--- config.mk ---
export PLATFORM = sky130hd
export DESIGN_NAME = paced_frame_sink_flat
export DESIGN_NICKNAME = d
export VERILOG_FILES = /design/src/hdl/pfs_pkg.sv /design/src/hdl/pfs_if.sv /design/src/hdl/paced_frame_sink.sv /design/src/hdl/pfs_addsub.sv /design/src/hdl/pfs_seq.sv /design/src/flat_wrapper.sv
export SDC_FILE = /design/constraint.sdc
export NUM_CORES = 1
export LEC_CHECK = 0
export BUFFER_PORTS_ARGS = -buffer_cell sky130_fd_sc_hd__buf_4
export CAP_MARGIN = 20
export CORE_UTILIZATION = 45
export CTS_BUF_LIST = sky130_fd_sc_hd__clkbuf_4 sky130_fd_sc_hd__clkbuf_8
export DETAILED_ROUTE_END_ITERATION = 10
export GPL_ROUTABILITY_DRIVEN = 0
export PLACE_DENSITY = 0.72
export SLEW_MARGIN = 20
export SYNTH_ARGS = -nofsm -noshare
export SYNTH_HDL_FRONTEND = slang
export SYNTH_SLANG_ARGS = --single-unit
--- constraint.sdc ---
create_clock -name clk -period 30.9 [get_ports clk]
set_input_delay 6.18 -clock clk [delete_from_list [all_inputs] [get_ports clk]]
set_output_delay 6.18 -clock clk [all_outputs]
set_load 0.02 [all_outputs]
--- src/hdl/pfs_pkg.sv ---
package pfs_pkg;

  localparam int MAX_DEPTH_DEF     = 64;
  localparam int DEFAULT_DEPTH_DEF = 8;
  localparam int MAX_DRAIN_DEF     = 64;

  localparam int STAMP_W  = 64;
  localparam int PERIOD_W = 20;
  localparam int DEPTH_W  = 7;
  localparam int CNT_W    = 32;
  localparam int CFG_IDX_W = 1;
  localparam int CFG_DATA_W = PERIOD_W;

  localparam logic [CFG_IDX_W-1:0] REG_PERIOD = 1'd0;
  localparam logic [CFG_IDX_W-1:0] REG_DEPTH  = 1'd1;

  localparam logic REQ_ADVANCE = 1'b0;
  localparam logic REQ_OFFER   = 1'b1;

  localparam logic STATUS_OK      = 1'b0;
  localparam logic STATUS_REFUSED = 1'b1;

  // Request to and answer from the shared 64-bit adder/subtractor.
  typedef struct packed {
    logic [STAMP_W-1:0] a;
    logic [STAMP_W-1:0] b;
    logic               sub;
  } au_req_t;

  typedef struct packed {
    logic [STAMP_W-1:0] res;
    logic               borrow;
  } au_rsp_t;

  typedef struct packed {
    logic               status;
    logic [DEPTH_W-1:0] starved_frames;
    logic               ready_res;
    logic [DEPTH_W-1:0] queued_count;
    logic [CNT_W-1:0]   accepted_count;
    logic [CNT_W-1:0]   refused_count;
    logic [CNT_W-1:0]   drained_count;
    logic [CNT_W-1:0]   underrun_count;
    logic [CNT_W-1:0]   resync_count;
    logic [CNT_W-1:0]   skew_count;
  } result_t;

  function automatic logic [CNT_W-1:0] sat_add(logic [CNT_W-1:0] a, logic [CNT_W-1:0] b);
    logic [CNT_W:0] sum;
    sum = {1'b0, a} + {1'b0, b};
    return sum[CNT_W] ? {CNT_W{1'b1}} : sum[CNT_W-1:0];
  endfunction

endpackage

--- src/hdl/pfs_if.sv ---
interface pfs_in_if;
  logic        valid;
  logic        ready;
  logic        req_type;
  logic [63:0] now_us;

  modport source (output valid, output req_type, output now_us, input ready);
  modport sink (input valid, input req_type, input now_us, output ready);
endinterface

interface pfs_out_if;
  logic        valid;
  logic        ready;
  logic        status;
  logic [6:0]  starved_frames;
  logic        ready_res;
  logic [6:0]  queued_count;
  logic [31:0] accepted_count;
  logic [31:0] refused_count;
  logic [31:0] drained_count;
  logic [31:0] underrun_count;
  logic [31:0] resync_count;
  logic [31:0] skew_count;

  modport source (
    output valid, output status, output starved_frames, output ready_res,
    output queued_count, output accepted_count, output refused_count,
    output drained_count, output underrun_count, output resync_count,
    output skew_count, input ready
  );
  modport sink (
    input valid, input status, input starved_frames, input ready_res,
    input queued_count, input accepted_count, input refused_count,
    input drained_count, input underrun_count, input resync_count,
    input skew_count, output ready
  );
endinterface

--- src/hdl/paced_frame_sink.sv ---
// Channel   Dir  Beat contents
// --------  ---  -----------------------------------------------------------
// in_bus    in   req_type (advance or offer), now_us timestamp
// out_bus   out  status, starved_frames, ready_res, queued_count, six totals
// cfg_*     in   write-only register port: frame period (0), queue depth (1)
//
// With the output register free, an offer passes ST_OFFER and ST_DONE before it
// is registered, an unpaced advance only ST_DONE. A paced advance runs ST_SKEW,
// then ST_ANCHOR or ST_DUE, ST_DIV, ST_BACK and ST_FWD: the count of due frames
// is found by repeated subtraction of the period on one shared 64-bit adder,
// one step per cycle, capped at MAX_DRAIN plus one steps. Reset is synchronous
// and clears the schedule, the queue fill, every total and both registers. The
// input is taken only while the sequencer is idle; one finished result can sit
// in the output register while the next beat is accepted and worked on.
module paced_frame_sink #(
  parameter int MAX_DEPTH     = pfs_pkg::MAX_DEPTH_DEF,
  parameter int DEFAULT_DEPTH = pfs_pkg::DEFAULT_DEPTH_DEF,
  parameter int MAX_DRAIN     = pfs_pkg::MAX_DRAIN_DEF
) (
  input  logic                            clk,
  input  logic                            rst_n,
  pfs_in_if.sink                          in_bus,
  pfs_out_if.source                       out_bus,
  input  logic                            cfg_we,
  input  logic [pfs_pkg::CFG_IDX_W-1:0]   cfg_index,
  input  logic [pfs_pkg::CFG_DATA_W-1:0]  cfg_wdata
);
  import pfs_pkg::*;

  logic [PERIOD_W-1:0] period_r;
  logic [DEPTH_W-1:0]  depth_r;
  au_req_t             au_req;
  au_rsp_t             au_rsp;
  logic                seq_idle;
  logic                res_valid;
  logic                res_ready;
  result_t             res;
  result_t             out_r;
  logic                out_valid_r;
  logic                start;

  // Configuration registers. The user must write them only while the block is
  // idle; the block does not enforce this. The sequencer reads them directly.
  always_ff @(posedge clk) begin
    if (!rst_n) begin
      period_r <= '0;
      depth_r  <= '0;
    end else if (cfg_we) begin
      case (cfg_index)
        REG_PERIOD: period_r <= cfg_wdata;
        REG_DEPTH:  depth_r  <= cfg_wdata[DEPTH_W-1:0];
        default:    period_r <= period_r;
      endcase
    end
  end

  assign in_bus.ready = seq_idle;
  assign start        = in_bus.valid && seq_idle;

  pfs_addsub u_addsub (
    .req (au_req),
    .rsp (au_rsp)
  );

  pfs_seq #(
    .MAX_DEPTH     (MAX_DEPTH),
    .DEFAULT_DEPTH (DEFAULT_DEPTH),
    .MAX_DRAIN     (MAX_DRAIN)
  ) u_seq (
    .clk         (clk),
    .rst_n       (rst_n),
    .start       (start),
    .start_offer (in_bus.req_type),
    .start_now   (in_bus.now_us),
    .idle        (seq_idle),
    .period      (period_r),
    .depth       (depth_r),
    .au_req      (au_req),
    .au_rsp      (au_rsp),
    .res_valid   (res_valid),
    .res_ready   (res_ready),
    .res         (res)
  );

  // One-deep output register: the sequencer hands a result over whenever the
  // register is empty or being emptied in the same cycle.
  assign res_ready = !out_valid_r || out_bus.ready;

  always_ff @(posedge clk) begin
    if (!rst_n) begin
      out_valid_r <= 1'b0;
    end else if (res_valid && res_ready) begin
      out_valid_r <= 1'b1;
    end else if (out_bus.ready) begin
      out_valid_r <= 1'b0;
    end
  end

  always_ff @(posedge clk) begin
    if (res_valid && res_ready) begin
      out_r <= res;
    end
  end

  assign out_bus.valid          = out_valid_r;
  assign out_bus.status         = out_r.status;
  assign out_bus.starved_frames = out_r.starved_frames;
  assign out_bus.ready_res      = out_r.ready_res;
  assign out_bus.queued_count   = out_r.queued_count;
  assign out_bus.accepted_count = out_r.accepted_count;
  assign out_bus.refused_count  = out_r.refused_count;
  assign out_bus.drained_count  = out_r.drained_count;
  assign out_bus.underrun_count = out_r.underrun_count;
  assign out_bus.resync_count   = out_r.resync_count;
  assign out_bus.skew_count     = out_r.skew_count;

endmodule

--- src/hdl/pfs_addsub.sv ---
module pfs_addsub (
  input  pfs_pkg::au_req_t req,
  output pfs_pkg::au_rsp_t rsp
);
  import pfs_pkg::*;

  logic [STAMP_W:0] sum;

  // Subtraction is a + ~b + 1; a missing carry out means a < b.
  assign sum = {1'b0, req.a} + {1'b0, req.b ^ {STAMP_W{req.sub}}} + (STAMP_W+1)'(req.sub);
  assign rsp.res    = sum[STAMP_W-1:0];
  assign rsp.borrow = req.sub & ~sum[STAMP_W];

endmodule

--- src/hdl/pfs_seq.sv ---
module pfs_seq #(
  parameter int MAX_DEPTH     = pfs_pkg::MAX_DEPTH_DEF,
  parameter int DEFAULT_DEPTH = pfs_pkg::DEFAULT_DEPTH_DEF,
  parameter int MAX_DRAIN     = pfs_pkg::MAX_DRAIN_DEF
) (
  input  logic                          clk,
  input  logic                          rst_n,
  input  logic                          start,
  input  logic                          start_offer,
  input  logic [pfs_pkg::STAMP_W-1:0]   start_now,
  output logic                          idle,
  input  logic [pfs_pkg::PERIOD_W-1:0]  period,
  input  logic [pfs_pkg::DEPTH_W-1:0]   depth,
  output pfs_pkg::au_req_t              au_req,
  input  pfs_pkg::au_rsp_t              au_rsp,
  output logic                          res_valid,
  input  logic                          res_ready,
  output pfs_pkg::result_t              res
);
  import pfs_pkg::*;

  localparam int CAP_MAX = (MAX_DEPTH > DEFAULT_DEPTH) ? MAX_DEPTH : DEFAULT_DEPTH;
  localparam int QW = $clog2(CAP_MAX + 1);
  localparam int RW = $clog2(MAX_DRAIN + 2);
  localparam int XW = (QW > RW) ? QW : RW;

  typedef enum logic [8:0] {
    ST_IDLE   = 9'b000000001,
    ST_OFFER  = 9'b000000010,
    ST_SKEW   = 9'b000000100,
    ST_ANCHOR = 9'b000001000,
    ST_DUE    = 9'b000010000,
    ST_DIV    = 9'b000100000,
    ST_BACK   = 9'b001000000,
    ST_FWD    = 9'b010000000,
    ST_DONE   = 9'b100000000
  } state_t;

  state_t             state_r, state_nxt;
  logic               offer_r;
  logic [STAMP_W-1:0] now_r;
  logic               running_r, running_nxt;
  logic [STAMP_W-1:0] last_stamp_r, last_stamp_nxt;
  logic [STAMP_W-1:0] next_due_r, next_due_nxt;
  logic [STAMP_W-1:0] rem_r, rem_nxt;
  logic [RW-1:0]      reached_r, reached_nxt;
  logic               resync_r, resync_nxt;
  logic               play_r, play_nxt;
  logic [QW-1:0]      queued_r, queued_nxt;
  logic               status_r, status_nxt;
  logic [DEPTH_W-1:0] starved_r, starved_nxt;
  logic [CNT_W-1:0]   acc_r, acc_nxt;
  logic [CNT_W-1:0]   ref_r, ref_nxt;
  logic [CNT_W-1:0]   drn_r, drn_nxt;
  logic [CNT_W-1:0]   und_r, und_nxt;
  logic [CNT_W-1:0]   rsy_r, rsy_nxt;
  logic [CNT_W-1:0]   skw_r, skw_nxt;

  logic [STAMP_W-1:0] per64;
  logic               paced;
  logic [QW-1:0]      cap;
  logic [XW-1:0]      due, played, starved, qx;

  assign per64 = STAMP_W'(period);
  assign paced = (period != '0);

  always_comb begin
    if (depth == '0) begin
      cap = QW'(DEFAULT_DEPTH);
    end else if (32'(depth) > 32'(MAX_DEPTH)) begin
      cap = QW'(MAX_DEPTH);
    end else begin
      cap = QW'(depth);
    end
  end

  // Frames played out at the end of a drain.
  assign due     = resync_r ? XW'(MAX_DRAIN) : XW'(reached_r);
  assign qx      = XW'(queued_r);
  assign played  = (due < qx) ? due : qx;
  assign starved = due - played;

  // Operand selection for the shared adder.
  always_comb begin
    au_req.a   = now_r;
    au_req.b   = last_stamp_r;
    au_req.sub = 1'b1;
    case (state_r)
      ST_ANCHOR: begin
        au_req.b   = per64;
        au_req.sub = 1'b0;
      end
      ST_DUE: begin
        au_req.b = next_due_r;
      end
      ST_DIV: begin
        au_req.a = rem_r;
        au_req.b = per64;
      end
      ST_BACK: begin
        au_req.b = rem_r;
      end
      ST_FWD: begin
        au_req.a   = resync_r ? now_r : rem_r;
        au_req.b   = per64;
        au_req.sub = 1'b0;
      end
      default: begin
        au_req.b = last_stamp_r;
      end
    endcase
  end

  always_comb begin
    state_nxt      = state_r;
    running_nxt    = running_r;
    last_stamp_nxt = last_stamp_r;
    next_due_nxt   = next_due_r;
    rem_nxt        = rem_r;
    reached_nxt    = reached_r;
    resync_nxt     = resync_r;
    play_nxt       = play_r;
    queued_nxt     = queued_r;
    status_nxt     = status_r;
    starved_nxt    = starved_r;
    acc_nxt        = acc_r;
    ref_nxt        = ref_r;
    drn_nxt        = drn_r;
    und_nxt        = und_r;
    rsy_nxt        = rsy_r;
    skw_nxt        = skw_r;
    case (state_r)
      ST_IDLE: begin
        if (start) begin
          status_nxt  = STATUS_OK;
          starved_nxt = '0;
          play_nxt    = 1'b0;
          if (start_offer == REQ_OFFER) begin
            state_nxt = ST_OFFER;
          end else if (!paced) begin
            state_nxt = ST_DONE;
          end else begin
            state_nxt = ST_SKEW;
          end
        end
      end
      ST_OFFER: begin
        if (!paced) begin
          acc_nxt = sat_add(acc_r, 32'd1);
        end else if (queued_r >= cap) begin
          ref_nxt    = sat_add(ref_r, 32'd1);
          status_nxt = STATUS_REFUSED;
        end else begin
          queued_nxt = queued_r + QW'(1);
          acc_nxt    = sat_add(acc_r, 32'd1);
        end
        state_nxt = ST_DONE;
      end
      ST_SKEW: begin
        if (running_r && au_rsp.borrow) begin
          skw_nxt   = sat_add(skw_r, 32'd1);
          state_nxt = ST_DONE;
        end else begin
          last_stamp_nxt = now_r;
          state_nxt      = running_r ? ST_DUE : ST_ANCHOR;
        end
      end
      ST_ANCHOR: begin
        running_nxt  = 1'b1;
        next_due_nxt = au_rsp.res;
        state_nxt    = ST_DONE;
      end
      ST_DUE: begin
        if (au_rsp.borrow) begin
          state_nxt = ST_DONE;
        end else begin
          rem_nxt     = au_rsp.res;
          reached_nxt = RW'(1);
          resync_nxt  = 1'b0;
          state_nxt   = ST_DIV;
        end
      end
      ST_DIV: begin
        if (reached_r == RW'(MAX_DRAIN + 1)) begin
          resync_nxt = 1'b1;
          state_nxt  = ST_FWD;
        end else if (au_rsp.borrow) begin
          state_nxt = ST_BACK;
        end else begin
          rem_nxt     = au_rsp.res;
          reached_nxt = reached_r + RW'(1);
        end
      end
      ST_BACK: begin
        // next_due + reached * period equals now - remainder + period.
        rem_nxt   = au_rsp.res;
        state_nxt = ST_FWD;
      end
      ST_FWD: begin
        next_due_nxt = au_rsp.res;
        play_nxt     = 1'b1;
        state_nxt    = ST_DONE;
      end
      ST_DONE: begin
        if (play_r) begin
          queued_nxt  = QW'(qx - played);
          starved_nxt = DEPTH_W'(starved);
          drn_nxt     = sat_add(drn_r, 32'(played));
          und_nxt     = sat_add(und_r, 32'(starved));
          if (resync_r) begin
            rsy_nxt = sat_add(rsy_r, 32'd1);
          end
          play_nxt = 1'b0;
        end else if (res_ready) begin
          state_nxt = ST_IDLE;
        end
      end
      default: begin
        state_nxt = ST_IDLE;
      end
    endcase
  end

  always_ff @(posedge clk) begin
    if (!rst_n) begin
      state_r      <= ST_IDLE;
      running_r    <= 1'b0;
      last_stamp_r <= '0;
      next_due_r   <= '0;
      queued_r     <= '0;
      play_r       <= 1'b0;
      acc_r        <= '0;
      ref_r        <= '0;
      drn_r        <= '0;
      und_r        <= '0;
      rsy_r        <= '0;
      skw_r        <= '0;
    end else begin
      state_r      <= state_nxt;
      running_r    <= running_nxt;
      last_stamp_r <= last_stamp_nxt;
      next_due_r   <= next_due_nxt;
      queued_r     <= queued_nxt;
      play_r       <= play_nxt;
      acc_r        <= acc_nxt;
      ref_r        <= ref_nxt;
      drn_r        <= drn_nxt;
      und_r        <= und_nxt;
      rsy_r        <= rsy_nxt;
      skw_r        <= skw_nxt;
    end
  end

  always_ff @(posedge clk) begin
    if (state_r == ST_IDLE && start) begin
      offer_r <= start_offer;
      now_r   <= start_now;
    end
    rem_r     <= rem_nxt;
    reached_r <= reached_nxt;
    resync_r  <= resync_nxt;
    status_r  <= status_nxt;
    starved_r <= starved_nxt;
  end

  assign idle      = (state_r == ST_IDLE);
  assign res_valid = (state_r == ST_DONE) && !play_r;

  always_comb begin
    res.status         = (offer_r == REQ_OFFER) ? status_r : STATUS_OK;
    res.starved_frames = starved_r;
    res.ready_res      = paced && (queued_r < cap);
    res.queued_count   = DEPTH_W'(queued_r);
    res.accepted_count = acc_r;
    res.refused_count  = ref_r;
    res.drained_count  = drn_r;
    res.underrun_count = und_r;
    res.resync_count   = rsy_r;
    res.skew_count     = skw_r;
  end

`ifndef SYNTHESIS
  a_reached_bound: assert property (@(posedge clk) disable iff (!rst_n)
    state_r == ST_DIV |-> reached_r <= RW'(MAX_DRAIN + 1))
    else $error("drain count ran past its bound");

  a_queue_bound: assert property (@(posedge clk) disable iff (!rst_n)
    32'(queued_r) <= 32'(CAP_MAX))
    else $error("queue fill above largest capacity");

  a_unpaced_offer: assert property (@(posedge clk) disable iff (!rst_n)
    (state_r == ST_OFFER && !paced) |=> $stable(queued_r))
    else $error("unpaced offer changed the queue");

  a_drain_shrinks: assert property (@(posedge clk) disable iff (!rst_n)
    (state_r == ST_DONE && play_r) |=> queued_r <= $past(queued_r))
    else $error("drain grew the queue");
`endif

endmodule

--- src/flat_wrapper.sv ---
// flat-port wrapper written by rule: the top's interface ports become plain ports
module paced_frame_sink_flat import pfs_pkg::*;
#(
  parameter int MAX_DEPTH     = pfs_pkg::MAX_DEPTH_DEF,
  parameter int DEFAULT_DEPTH = pfs_pkg::DEFAULT_DEPTH_DEF,
  parameter int MAX_DRAIN     = pfs_pkg::MAX_DRAIN_DEF
)
  (clk, rst_n, cfg_we, cfg_index, cfg_wdata, in_bus_valid, in_bus_req_type, in_bus_now_us, in_bus_ready, out_bus_valid, out_bus_status, out_bus_starved_frames, out_bus_ready_res, out_bus_queued_count, out_bus_accepted_count, out_bus_refused_count, out_bus_drained_count, out_bus_underrun_count, out_bus_resync_count, out_bus_skew_count, out_bus_ready);
  pfs_in_if in_bus_i ();
  pfs_out_if out_bus_i ();
  input  logic clk;
  input  logic rst_n;
  input  logic cfg_we;
  input  logic [pfs_pkg::CFG_IDX_W-1:0] cfg_index;
  input  logic [pfs_pkg::CFG_DATA_W-1:0] cfg_wdata;
  input wire logic [$bits(in_bus_i.valid)-1:0] in_bus_valid;
  input wire logic [$bits(in_bus_i.req_type)-1:0] in_bus_req_type;
  input wire logic [$bits(in_bus_i.now_us)-1:0] in_bus_now_us;
  output wire logic [$bits(in_bus_i.ready)-1:0] in_bus_ready;
  output wire logic [$bits(out_bus_i.valid)-1:0] out_bus_valid;
  output wire logic [$bits(out_bus_i.status)-1:0] out_bus_status;
  output wire logic [$bits(out_bus_i.starved_frames)-1:0] out_bus_starved_frames;
  output wire logic [$bits(out_bus_i.ready_res)-1:0] out_bus_ready_res;
  output wire logic [$bits(out_bus_i.queued_count)-1:0] out_bus_queued_count;
  output wire logic [$bits(out_bus_i.accepted_count)-1:0] out_bus_accepted_count;
  output wire logic [$bits(out_bus_i.refused_count)-1:0] out_bus_refused_count;
  output wire logic [$bits(out_bus_i.drained_count)-1:0] out_bus_drained_count;
  output wire logic [$bits(out_bus_i.underrun_count)-1:0] out_bus_underrun_count;
  output wire logic [$bits(out_bus_i.resync_count)-1:0] out_bus_resync_count;
  output wire logic [$bits(out_bus_i.skew_count)-1:0] out_bus_skew_count;
  input wire logic [$bits(out_bus_i.ready)-1:0] out_bus_ready;
  assign in_bus_i.valid = in_bus_valid;
  assign in_bus_i.req_type = in_bus_req_type;
  assign in_bus_i.now_us = in_bus_now_us;
  assign in_bus_ready = in_bus_i.ready;
  assign out_bus_valid = out_bus_i.valid;
  assign out_bus_status = out_bus_i.status;
  assign out_bus_starved_frames = out_bus_i.starved_frames;
  assign out_bus_ready_res = out_bus_i.ready_res;
  assign out_bus_queued_count = out_bus_i.queued_count;
  assign out_bus_accepted_count = out_bus_i.accepted_count;
  assign out_bus_refused_count = out_bus_i.refused_count;
  assign out_bus_drained_count = out_bus_i.drained_count;
  assign out_bus_underrun_count = out_bus_i.underrun_count;
  assign out_bus_resync_count = out_bus_i.resync_count;
  assign out_bus_skew_count = out_bus_i.skew_count;
  assign out_bus_i.ready = out_bus_ready;
  paced_frame_sink #(.MAX_DEPTH(MAX_DEPTH), .DEFAULT_DEPTH(DEFAULT_DEPTH), .MAX_DRAIN(MAX_DRAIN)) u_core (.clk(clk), .rst_n(rst_n), .in_bus(in_bus_i), .out_bus(out_bus_i), .cfg_we(cfg_we), .cfg_index(cfg_index), .cfg_wdata(cfg_wdata));
endmodule
* Word-level counts from Yosys, hierarchy flattened
Index checks and enable logic that the tools add are counted.
** Storage, ports and cells
- Input bits :: 91
- Register bits after elaboration :: 719
** Cells by class
- Muxes and demuxes :: 51
- Bitwise operators :: 5
- Magnitude comparators :: 4
- Eq/ne operators :: 23
- Add/subtract/negate cells :: 12
- Reduce and logical (&&, ||, !) cells :: 37
** Operator list (number)
- $pmux W64 S3 :: 2
- $mux W32 :: 8
- $mux W64 :: 3
- $add A32 B1 Y33 const B :: 4
- $pmux W64 S2 :: 1
- $mux W7 :: 12
- $mux W9 :: 9
- $add A32 B7 Y33 :: 2
- $add A64 B64 Y65 :: 1
- $add A65 B1 Y65 :: 1
- $xor A64 B64 Y64 :: 1
- $pmux W9 S7 :: 1
- $pmux W7 S2 :: 3
- $ne A2 B2 Y1 const B :: 11
- $reduce_bool A20 Y1 :: 1
- $reduce_and A2 Y1 :: 8
- $reduce_and A4 Y1 :: 4
- $add A7 B1 Y7 const B :: 2
- $lt A7 B7 Y1 :: 2
- $sub A7 B7 Y7 :: 2
- $reduce_and A3 Y1 :: 4
- $reduce_bool A2 Y1 :: 5
- $eq A9 B1 Y1 const B :: 1
- $eq A9 B2 Y1 const B :: 1
- other kinds (25) :: 43

* Longest topological paths before layout
- Depth in word-level cells :: 11
- Gate-level depth with buffers :: 31
- Depth with buffers taken out :: 27

* By module
From an unflattened synthesis, not the netlist that was laid out.
** Unflattened totals
- Cells, all modules :: 3339
- Area, all modules :: 34161.5 sq um
** By module, submodules not included
- pfs_seq :: area each 22520.3 sq um, times used 1, cells an instance 2404
- paced_frame_sink :: area each 7368.3 sq um, times used 1, cells an instance 325
- pfs_addsub :: area each 4272.8 sq um, times used 1, cells an instance 610

* Least setup slack after synthesis
Ideal clock, no wire load.
- Path type :: input port to flip-flop
- Start :: input out_bus_ready
- End :: register u_core.out_r (netlist bit u_core.out_bus.accepted_count[0]) (enable)
- Setup slack :: 9594 ps
- Setup time :: 1033 ps
- Path buffers :: 0
- Arrival :: 20273 ps
- Data required time :: 29867 ps
- Stages on the path :: 2
- Cells stage by stage :: nor2b_1 nor3_1
** On the way
- Cells in the longest elaborated chain, start to end :: 2
** Ends and longest elaborated chain
- start: declaration :: RTL line flat_wrapper.sv:31 : input wire logic [$bits(out_bus_i.ready)-1:0] out_bus_ready;
- $logic_or A1 B1 Y1 :: RTL line paced_frame_sink.sv:87 : assign res_ready = !out_valid_r || out_bus.ready;
- $logic_and A1 B1 Y1 :: RTL line paced_frame_sink.sv:100 : if (res_valid && res_ready) begin
- end signal: assignment :: RTL line paced_frame_sink.sv:101 : out_r <= res;
- end: declaration :: RTL line paced_frame_sink.sv:38 : result_t out_r;
Every way passes these cells.
A chain may end at the register's enable or synchronous reset.

* Worst setup path after layout
- Start :: register u_core.u_seq.state_r[5]
- End :: output in_bus_ready
** On the way
- Cells in the longest elaborated chain, start to end :: 1
** Ends and longest elaborated chain
- start: declaration :: RTL line pfs_seq.sv:39 : state_t state_r, state_nxt;
- start signal: assignment :: RTL line pfs_seq.sv:239 : state_r <= state_nxt;
- $eq A9 B1 Y1 :: RTL line pfs_seq.sv:266 : assign idle = (state_r == ST_IDLE);
- end: declaration :: RTL line flat_wrapper.sv:19 : output wire logic [$bits(in_bus_i.ready)-1:0] in_bus_ready;
Every way passes these cells.

==> results_dict.tcl <==
set metrics [dict create \
    run_status "complete, but fails checks" \
    failed_checks "design-rule violations" \
    post-route-worst-setup-slack_ps 22520 \
    power_density_mw_per_mm2 56.2 \
    worstPathRequired_ps 24720 \
    cts.hold.buffers_added 0 \
    syn_nets 3469 \
    dieHeight_microns 275 \
    power_frac_seq 0.478 \
    vias_per_cell 5.55 \
    multiInputGateArea_sq_mm 0.0146 \
    vdd_drop_max_mv 0.0368 \
    preCtsSetupSlack_ps 22220 \
    cp-start-kind "flop" \
    clk_pin_slew_ps 60 \
    p_int_mw 1.62 \
    hold-path-cell-count 0 \
    worstPathCellList "nor3_4 > nand4_1 > inv_1 > buf_4" \
    post-cts-setup-buffers 0 \
    ctsResizeCount 0 \
    stdcell_count 4604 \
    yosysWarningCount 0 \
    top_level_i_o_count 301 \
    num_rows 99 \
    routed_wl_microns 83100 \
    coreArea_sq_mm 0.0732 \
    yosys-top-cells-area "sky130_fd_sc_hd__edfxtp_1 32%, sky130_fd_sc_hd__dfxtp_1 22%, sky130_fd_sc_hd__a21oi_1 6.5%" \
    max_freq_mhz 119 \
    power.share.switching 0.262 \
    placedCellCount 4376 \
    post_dp_cell_area_sq_mm 0.0365 \
    start_point_of_the_worst_min_delay_path "u_core.u_seq.starved_r[6]" \
    finalCoreUtilization 0.534 \
    final_hold_viol_count 0 \
    timing.final.setup_violations 0 \
    avgSynthCellArea_sq_um 10.2 \
    initial_core_util 0.457 \
    criticalPathCategory "reg -> out" \
    top_layer_used "met4" \
    max_slew.worst_pin.slew_ps 1160 \
    synth.largest_area_cell "sky130_fd_sc_hd__edfxtp_1" \
    cts.sink_count 719 \
    detail_route.wl_per_cell_microns 18.0 \
    worst-r2r-cell-count 19 \
    yosys_register_bits 719 \
    worst-path-max-fanout 10 \
    buffer_ports.inserted 300 \
    antenna_found_initial 3 \
    synth-edff-count 353 \
    grt_max_degree 154 \
    register_area_share_after_synthesis 0.536 \
    proportion_of_layout_cells_with_a_drive_suffix_above_1 0.178 \
    num-nets-final 3741 \
    route.met2.wl_microns 39900 \
    critPathMaxStageDelay_ps 450 \
    cellLeakagePower_nw 14.7 \
    grt_pass1_wl_microns 130000 \
    cts_made_buffers 117 \
    synth.top_cell.area_share 0.317 \
    worstHoldPathType "reg -> reg" \
    totalPowerFinal_mw 2.20 \
    cts_tree "done" \
    fill_cells 6412 \
    p_clk_frac 0.404 \
    syn-cell-area_sq_mm 0.0334 \
    drt_first_iter_violations 2110 \
    finalInstanceArea_sq_mm 0.0391 \
    library_cell_used_as_clock_root_buffer "sky130_fd_sc_hd__clkbuf_8" \
    fp.dieW_microns 275 \
    place.detailed.hpwl_microns 54500 \
    drt-pass1-iter-count 8 \
    synthesis.instances 3265 \
    met3_wirelength_microns 4800 \
    drt.antenna.violating_nets 0 \
    r2r_setup_slack_ps 23910 \
    crit_slowest_cell "sky130_fd_sc_hd__dfxtp_1" \
    vias 25600 \
    m1WireLength_microns 36300 \
    endpoint_kind "output port" \
    fin_worst_skew_ps 63.8 \
    cts-htree-levels 3 \
    max-clock-path-buffers 3 \
    max_slew_margin 0.226 \
    hold_end "u_core.out_bus.starved_frames[6]" \
    regToRegStartpoint "u_core.u_seq.state_r[5]" \
    number_of_global_route_vias_before_repair 24400 \
    ys_async_sr_fraction 0 \
    grt-ovfl-total 0 \
    clkLatencyLatePin_ps 770 \
    timing.setup.tns_ps 0 \
    drcViolationCount 46 \
    final.period_utilization 0.271 \
    unrepaired_setup_endpoints_after_global_routing "no" \
    cp_data_arrival_time_ps 2200 \
    synth_flop_cell "sky130_fd_sc_hd__dfxtp_1" \
    total_switching_power_mw 0.575 \
    final_period_minus_worst_setup_slack_ps 8380 \
    drv.max_cap_violation_count 0 \
    grt_usage 0.215 \
    die_ar_sq_mm 0.0754 \
    rr_endpoint "u_core.u_seq.skw_r[1]" \
    seq_area_sq_mm 0.0179 \
    slew_viol_final 0 \
    comb_power_share 0.118 \
    hold-worst-slack_ps 445 \
    flow.area_growth_from_synthesis_pct 16.8 \
    synth_cell_type_count 92 \
]
-- cell usage in the layout (no fill, tap or decap), drive strengths merged, types with 53 or more instances in the layout --
cell and instances:
nand2 448, a21oi 434, dfxtp 366, edfxtp 353, buf 324, clkbuf 187
nor2 183, nand3 118, xnor2 110, xor2 109, ha 108, o21ai 91
a21o 81, inv 79, mux2 63, nand4 62, nor3 59, a221o 58
and3 53
-- how the worst max path moves through the flow --
stage	startpoint	end	slack [ps]	cells past startpoint
after floorplan	out_bus_ready	u_core.out_bus.accepted_count[0]	9590	2
after global placement	rst_n	u_core.u_seq.next_due_r[63]	22220	6
after detailed placement	rst_n	u_core.u_seq.next_due_r[63]	22220	6
after CTS	u_core.u_seq.state_r[5]	in_bus_ready	22480	4
after global routing	u_core.u_seq.state_r[5]	in_bus_ready	22380	4
final	u_core.u_seq.state_r[5]	in_bus_ready	22520	4
-- power groups by stage --
stage               registers [mW]  logic, mW  clock network (mW)
floorplan                     1.06      0.184                   0
global placement              1.07      0.253                   0
detailed placement            1.07      0.255                   0
CTS                           1.05      0.257               0.910
global route                  1.05      0.286               0.955
finish                        1.05      0.260               0.887
-- per-layer routing --
metal  vias to the layer above  GRT usage
li1                      12400          -
met1                     12200      0.282
met3                       140     0.0325
met4                         0     0.0756
met2                       736      0.359
met5                         -          0
-- synth_stat cells, types with 14 or more instances --
cell type	number
sky130_fd_sc_hd__nand2_1	447
sky130_fd_sc_hd__a21oi_1	433
sky130_fd_sc_hd__dfxtp_1	366
sky130_fd_sc_hd__edfxtp_1	353
sky130_fd_sc_hd__nor2_1	183
sky130_fd_sc_hd__clkbuf_1	137
sky130_fd_sc_hd__nand3_1	117
sky130_fd_sc_hd__xnor2_1	110
sky130_fd_sc_hd__xor2_1	109
sky130_fd_sc_hd__ha_1	108
sky130_fd_sc_hd__o21ai_0	85
sky130_fd_sc_hd__a21o_1	81
sky130_fd_sc_hd__inv_1	73
sky130_fd_sc_hd__mux2_2	63
sky130_fd_sc_hd__nand4_1	61
sky130_fd_sc_hd__a221o_1	58
sky130_fd_sc_hd__nor3_1	56
sky130_fd_sc_hd__and3_1	53
sky130_fd_sc_hd__and2_1	30
sky130_fd_sc_hd__nor2b_1	24
sky130_fd_sc_hd__mux2i_1	20
sky130_fd_sc_hd__buf_2	19
sky130_fd_sc_hd__o21bai_1	17
sky130_fd_sc_hd__and4_1	16
sky130_fd_sc_hd__nor4_1	16
sky130_fd_sc_hd__a31oi_1	14
sky130_fd_sc_hd__nand2b_1	14
sky130_fd_sc_hd__o211a_1	14
-- kinds of logic (layout without fill, tap and decap cells) --
family                   Yosys count  after routing  synth area share
other                              0              4                 0
AO/OA/AOI/OAI                    811            811             0.153
adder cells (fa/ha/maj)          113            113            0.0434
flip-flops                       719            719             0.536
buffers and inverters            245            621            0.0289
XOR/XNOR                         219            219            0.0573
multiplexers                      83             83            0.0272
AND/OR/NAND/NOR                 1075           1075             0.154
-- worst max-delay path: cells and delay by family (launching register included) --
family        cells  cell delay (ps)
simple gates      2              610
flops             1              450
buf+inv           2              370
-- registers in the layout, summed over array words and instances (netlist names), 9 cells and up --
| name | count |
|---|---|
| u_core.u_seq.acc_r | 32 |
| u_core.out_bus.drained_count | 32 |
| u_core.u_seq.skw_r | 32 |
| u_core.out_bus.accepted_count | 32 |
| u_core.u_seq.ref_r | 32 |
| u_core.u_seq.last_stamp_r | 64 |
| u_core.u_seq.rsy_r | 32 |
| u_core.u_seq.state_r | 9 |
| u_core.out_bus.refused_count | 32 |
| u_core.out_bus.skew_count | 32 |
| u_core.u_seq.und_r | 32 |
| u_core.out_bus.resync_count | 32 |
| u_core.u_seq.rem_r | 64 |
| u_core.period_r | 20 |
| u_core.out_bus.underrun_count | 32 |
| u_core.u_seq.next_due_r | 64 |
| u_core.u_seq.now_r | 64 |
| u_core.u_seq.drn_r | 32 |
-- layout make-up --
cell class,instances,area share
Timing Repair Buffer,324,0.0631
Clock buffer,187,0.0588
Antenna cell,4,0.000256
Tap cell,959,0.0307
Sequential cell,719,0.459
Inverter,74,0.00743
Multi-Input combinational cell,2301,0.374
Clock inverter,36,0.00730
No activity file was read; power rests on OpenSTA's default activity.
